--- src/design/gppm_pkg.sv ---
// shared constants and types for the greedy point pair matcher
package gppm_pkg;

    localparam int MAX_POINTS  = 64;
    localparam int MAX_RESULTS = 64;
    localparam int IDX_W       = $clog2(MAX_POINTS);
    localparam int CNT_W       = $clog2(MAX_POINTS + 1);
    localparam int RES_CNT_W   = $clog2(MAX_RESULTS + 1);
    localparam int COORD_W     = 16;
    localparam int PT_W        = 3 * COORD_W;
    localparam int DIST_W      = 35;
    localparam int OUT_IDX_W   = 6;
    localparam int SQ_W        = 2 * COORD_W;

    typedef enum logic [1:0] {
        MODE_LOAD_A = 2'd0,
        MODE_LOAD_B = 2'd1,
        MODE_RUN    = 2'd2,
        MODE_CLEAR  = 2'd3
    } t_mode;

    typedef enum logic [2:0] {
        ST_IDLE,
        ST_READ,
        ST_SQ_X,
        ST_SQ_Y,
        ST_SQ_Z,
        ST_CMP,
        ST_SEND,
        ST_FLUSH
    } t_state;

endpackage

--- src/design/gppm_ram.sv ---
// point memory: one write port, one registered read port
module gppm_ram (
    input  logic                          i_clk,
    input  logic                          i_we,
    input  logic [gppm_pkg::IDX_W-1:0]    i_waddr,
    input  logic [gppm_pkg::PT_W-1:0]     i_wdata,
    input  logic [gppm_pkg::IDX_W-1:0]    i_raddr,
    output logic [gppm_pkg::PT_W-1:0]     o_rdata
);

    logic [gppm_pkg::PT_W-1:0] r_mem [gppm_pkg::MAX_POINTS];
    logic [gppm_pkg::PT_W-1:0] r_rdata;

    always_ff @(posedge i_clk) begin
        if (i_we) begin
            r_mem[i_waddr] <= i_wdata;
        end
    end

    always_ff @(posedge i_clk) begin
        r_rdata <= r_mem[i_raddr];
    end

    assign o_rdata = r_rdata;

endmodule

--- config.mk ---
export PLATFORM = sky130hd
export DESIGN_NAME = gppm_ram
export DESIGN_NICKNAME = d
export VERILOG_FILES = /design/src/design/gppm_pkg.sv /design/src/design/gppm_ram.sv
export SDC_FILE = /design/constraint.sdc
export NUM_CORES = 2
export LEC_CHECK = 0
export CORE_ASPECT_RATIO = 1.1
export CORE_MARGIN = 10
export CORE_UTILIZATION = 45
export DETAILED_ROUTE_END_ITERATION = 12
export DONT_BUFFER_PORTS = 1
export PLACE_DENSITY = 0.58
export SLEW_MARGIN = 40
export SYNTH_ARGS = -nofsm -noshare
export SYNTH_HDL_FRONTEND = slang
export SYNTH_SLANG_ARGS = --single-unit
--- constraint.sdc ---
create_clock -name i_clk -period 10.8 [get_ports i_clk]
set_input_delay 0 -clock i_clk [delete_from_list [all_inputs] [get_ports i_clk]]
set_output_delay 0 -clock i_clk [all_outputs]
set_load 0.02 [all_outputs]
**Word level (Yosys, flattened, before mapping)**

Memory sizes are Yosys's and may differ from the RTL's. A register that Yosys moved wholly into a read port is not among the register bits.
Index checks and enable logic that the tools add are counted.

- Bits in registers: 0
- Memory bits (writable): 3072
- Bits of input ports: 62
- Output and inout bits: 48
- Logic and storage cells: 3
- Memories kept: 1

Memories:

| memory | words | bits a word | read ports | clocked after Yosys merged registers in | wr ports | RTL line | text |
|---|---|---|---|---|---|---|---|
| r_mem | 64 | 48 | 1 | 1 | 1 | gppm_ram.sv:11 | `logic [gppm_pkg::PT_W-1:0] r_mem [gppm_pkg::MAX_POINTS];` |

- Mux-type cells: 2

Operators with widths:

| kind | count |
|---|---|
| 2-to-1 mux 1 bit | 2 |

**Logic depth before layout (Yosys ltp)**

- Depth in word-level cells: 2
- Depth in mapped cells: 9
- Depth with buffers taken out: 5

**Worst setup path after synthesis**

Ideal clock, no wire load.

- Path kind: input to register
- From: in i_waddr[3] (netlist bit)
- To: mem r_mem[48][0] (netlist bit), enable pin
- Setup time: 0.513 ns
- Arrival: 3.772 ns
- Required time: 10.287 ns
- Slack: 6.515 ns
- Stages: 4
- Buffers on the path: 1
- Cell sequence: clkbuf_1 > nor2b_1 > nand4b_1 > nor3_1

RTL lines:

| element | RTL line | text |
|---|---|---|
| start, declared | gppm_ram.sv:5 | `input logic [gppm_pkg::IDX_W-1:0] i_waddr,` |
| end, declared | gppm_ram.sv:11 |  |

No word-level cell before the write port.

==> results <==
- The H-tree was split into 5 levels.
- The number of gates resized after CTS is 0.
- For this design, the slowest cell found on the critical path is dlygate4sd3_1.
- The endpoint identified for the worst register-to-register timing path is o_rdata[28].
- The number of placed instances with taps included is 8,344.
- The number of global-route vias before repair is 57,956.
- Sequential elements use 79.6% of the synthesized area.
- For flop-to-flop paths, the worst setup slack is 7.58 ns.
- The number of buffers inserted during clock tree synthesis is 331.
- The total via count after detailed routing is 57,333.
- The leftover overflow at the end of global routing is 0.
- After the first detailed-routing iteration, the DRC count stood at 7,637.
- In the finished design, the share of the clock period the worst path needs comes to 48.5%.
- The initial antenna violation count was 15.
- The worst hold path terminates at o_rdata[23].
- Synthesis produced 4,970 cells.
- The count of buffers inserted at the top-level ports is 0.
- The root buffer selected by CTS is clkbuf_16.
- The analysis attributes to cell leakage a power of 42.4 nW.
- In this run the cell area of the synthesized design comes to 117,000 sq um.
- The instance count along the most critical hold path is 5.
- The synthesized netlist contains 36 unique library cells.
- The yosys synthesis warning count is 0.
- The run finished, with violations left.
- The cell type with the highest occurrence count on the critical path is buf_16.
- The core region is 259,000 sq um.
- TritonCTS built the clock tree.
- The die is 506 um wide.
- The number of pins with negative max-slew slack in the final report is 0.
- By area the synthesized netlist is led by edfxtp_1 79%, mux4_2 14%, dfxtp_1 0.82%.
- STA puts the critical path data arrival time at 6.08 ns.
- Entering global routing, the biggest net connects 327 pins.
- The checks that failed: negative hold slack.
- The tightest min-delay check is of the in2reg type.
- Derived from the worst setup path, the maximum achievable clock frequency is 0.191 GHz.
- For this run, the slowest stage of the critical path takes 0.93 ns.
- The max-capacitance violation count is 0.
- When the netlist entered floorplanning its net count stood at 5,032.
- Setup violations remaining at the end of the flow were counted as 0.
- The number of enable-type register cells in the synthesized netlist is 3,072.
- The worst setup path is captured at a flip-flop.
- In this run the critical register-to-register path is launched from r_mem[39][28].
- The clock period could shrink to 5.24 ns.
- The register bit total from synthesis is 3,120.
- The commonest cells after synthesis are 3,072 x edfxtp_1, 754 x mux4_2, 132 x nor2_1.
- The async set-reset flop share out of synthesis is 0%.
- In the final layout, the share of cells above drive strength 1 is 28.0%.
- The floorplan row count is 196.
- The half-perimeter wire length after detailed placement is 178 mm.
- The clock latency of the later-clocked register in the worst-skew pair is 0.95 ns.
- The initial utilization of the core area, before any placement, comes to 45.2%.
- The worst register-to-register path has a depth of 8.
- For this run, the number of standard cells in the final layout without fillers is 9,098.
- In the synthesized netlist the dominant register cell turns out to be edfxtp_1.
- The startpoint class of the critical path is an input pin.
- The final antenna-violating net count is 0.
- The power per cell area is 189 nW/um^2.
- In the post-synthesis netlist, the cell with the most instances is edfxtp_1.
- The final-layout worst hold slack is -0.00105 ns.
- The mean post-synth cell area is 23.6 sq um.
- In this run the most critical hold path is launched from i_raddr[2].
- The clock passes through at most 4 buffers.
- Data on the critical path is required at its endpoint by 11.64 ns.
- The DRC violation count after routing is 0.
- The vias per cell is 6.30.
- The post-synthesis to final-layout area growth is 16.4%.
- In this run the tightest slew margin relative to its limit is 28.8%.
- The highest fanout seen on the critical path is 66.
- The number of detailed-route iterations in the first pass is 6.
- Dividing the detail-routed wire length by the instance count gives 37.4 um.
- The overall routed net length is 341 mm.
- Routability-driven placement finished with a final weighted congestion of 0.778.
- The clock input transition at the sequential cells of the worst setup and hold paths is 0.06 ns.
- The clock drives 3,120 sinks.
- The signal on the critical path passes through dlygate4sd3_1 > buf_12 > buf_16 > buf_16 > buf_16 > buf_16 > buf_16 > mux4_2 > a22oi_1 > nand2_1 > dlygate4sd3_1 > o22ai_1 > dlygate4sd3_1 > nor2_1 > dlygate4sd3_1.
- Timing analysis after detailed placement gives a worst setup slack of 7.21 ns.
- Counting the fill cells in the layout gives 19,732.
- The total number of nets in the final design is 5,443.
- The peak supply drop is 141 uV.
- The final worst-path setup slack is 5.56 ns.
- The floorplan step defined a die boundary enclosing 281,000 sq um.
- The die height is 555 um.
- After routing, the total negative slack on setup checks comes to 0 ns.
- Of all cell types, the one taking the most synthesized area is edfxtp_1.
- At the pin with the least slew margin, the transition time is 1.06 ns.
- The overall track demand over capacity in global routing is 23.7%.
- The worst setup path is of the in2reg kind.
- The global-route wire length before repair is 469 mm.
- The final clock skew is 0.0531 ns.
- Setup repair after global routing left no endpoint under its margin.
- The final hold violation count is 1.
- The top cell type by area accounts for 78.8% of the synthesized area.
- The number of top-level pins is 110.
## layer usage
layer	routed length [um]	part of all wire [%]	vias to the layer above	GRT usage, %
met4	11700	3.4	2	7.53
met3	31000	9.1	563	4.99
met2	167000	49	2978	38.9
li1	-	-	22382	-
met5	7	0.0021	-	0
met1	131000	38	31408	32.1
## kinds of logic (layout without fill, tap and decap cells)
logic type | count (synthesis) | after routing | share of synthesized area, %
AOI/OAI and AO/OA | 486 | 486 | 3.02
buffers and inverters | 282 | 938 | 1.28
DFF | 3120 | 3120 | 79.6
muxes | 829 | 829 | 15.2
other | 0 | 7 | 0
and+or+nand+nor | 253 | 253 | 0.957
## placed cells by master, fill, tap and decap left out, drive strengths merged, types with 26 or more instances in the layout
master       instances
a211oi              32
mux4               754
edfxtp            3072
dlygate4sd3         94
nor2               132
a221oi              83
a22o                57
bufinv              26
clkinv             105
dfxtp               48
clkbuf             433
o22ai              122
buf                266
a21oi               74
mux2i               63
o221ai              28
a22oi               72
nand2               55
## through the flow
stage | util [%] | area, sq um | hold slack (ns) | total power, mW
2_1_floorplan | - | 117000 | 0.0989 | 14.4
3_3_place_gp | 46.9 | 122000 | 0.103 | 14.6
3_5_place_dp | 47.5 | 123000 | 0.102 | 14.6
4_1_cts | 52.4 | 136000 | 0.000297 | 25.8
5_1_grt | 52.6 | 136000 | -0.000275 | 26.5
6_report | 52.6 | 136000 | -0.00105 | 25.8
## layout make-up
type                    count  area [sq um]  share of cell area (%)
flip-flops and latches   3120         93200                    68.4
clock buffers             433          8970                    6.59
multi-input cells        1568         23000                    16.9
diodes                      7          17.5                  0.0129
well taps                3465          4340                    3.18
repair buffers            360          5360                    3.93
clock inverters           145          1380                    1.02
## report_power, final
group	total, mW	switching (mW)	internal (mW)
Sequential	13.5	0.104	13.4
Combinational	1.25	0.756	0.489
Clock	11.0	4.55	6.45
Total	25.8	5.41	20.3
## worst max path at each step
| stage | from | end | slack [ns] | cells after the start |
|---|---|---|---|---|
| 2_1_floorplan | i_waddr[3] | r_mem[48][0] | 6.52 | 4 |
| 3_3_place_gp | i_raddr[0] | o_rdata[13] | 6.73 | 8 |
| 3_5_place_dp | i_raddr[0] | o_rdata[14] | 7.21 | 10 |
| 4_1_cts | i_raddr[0] | o_rdata[28] | 5.56 | 15 |
| 5_1_grt | i_raddr[0] | o_rdata[28] | 5.21 | 15 |
| 6_report | i_raddr[0] | o_rdata[28] | 5.56 | 15 |
## what timing repair did
item / 4_1_cts / 5_1_grt
hold buffers: 150 / 7
setup endpoints to repair: 0 / 0
hold endpoints to repair: 3561 / 105
setup buffers: 0 / 0
## state kept, by name, indices dropped and copies added, names as in the netlist
name	cells
r_mem	3072
o_rdata	48
## worst max-delay path, delay by kind of cell
family	cells	cell delay, ns
and+or+nand+nor	2	0.12
AOI/OAI and AO/OA	2	0.37
buffers and inverters	10	4.74
muxes	1	0.57
No activity file was read; power rests on OpenSTA's default activity.
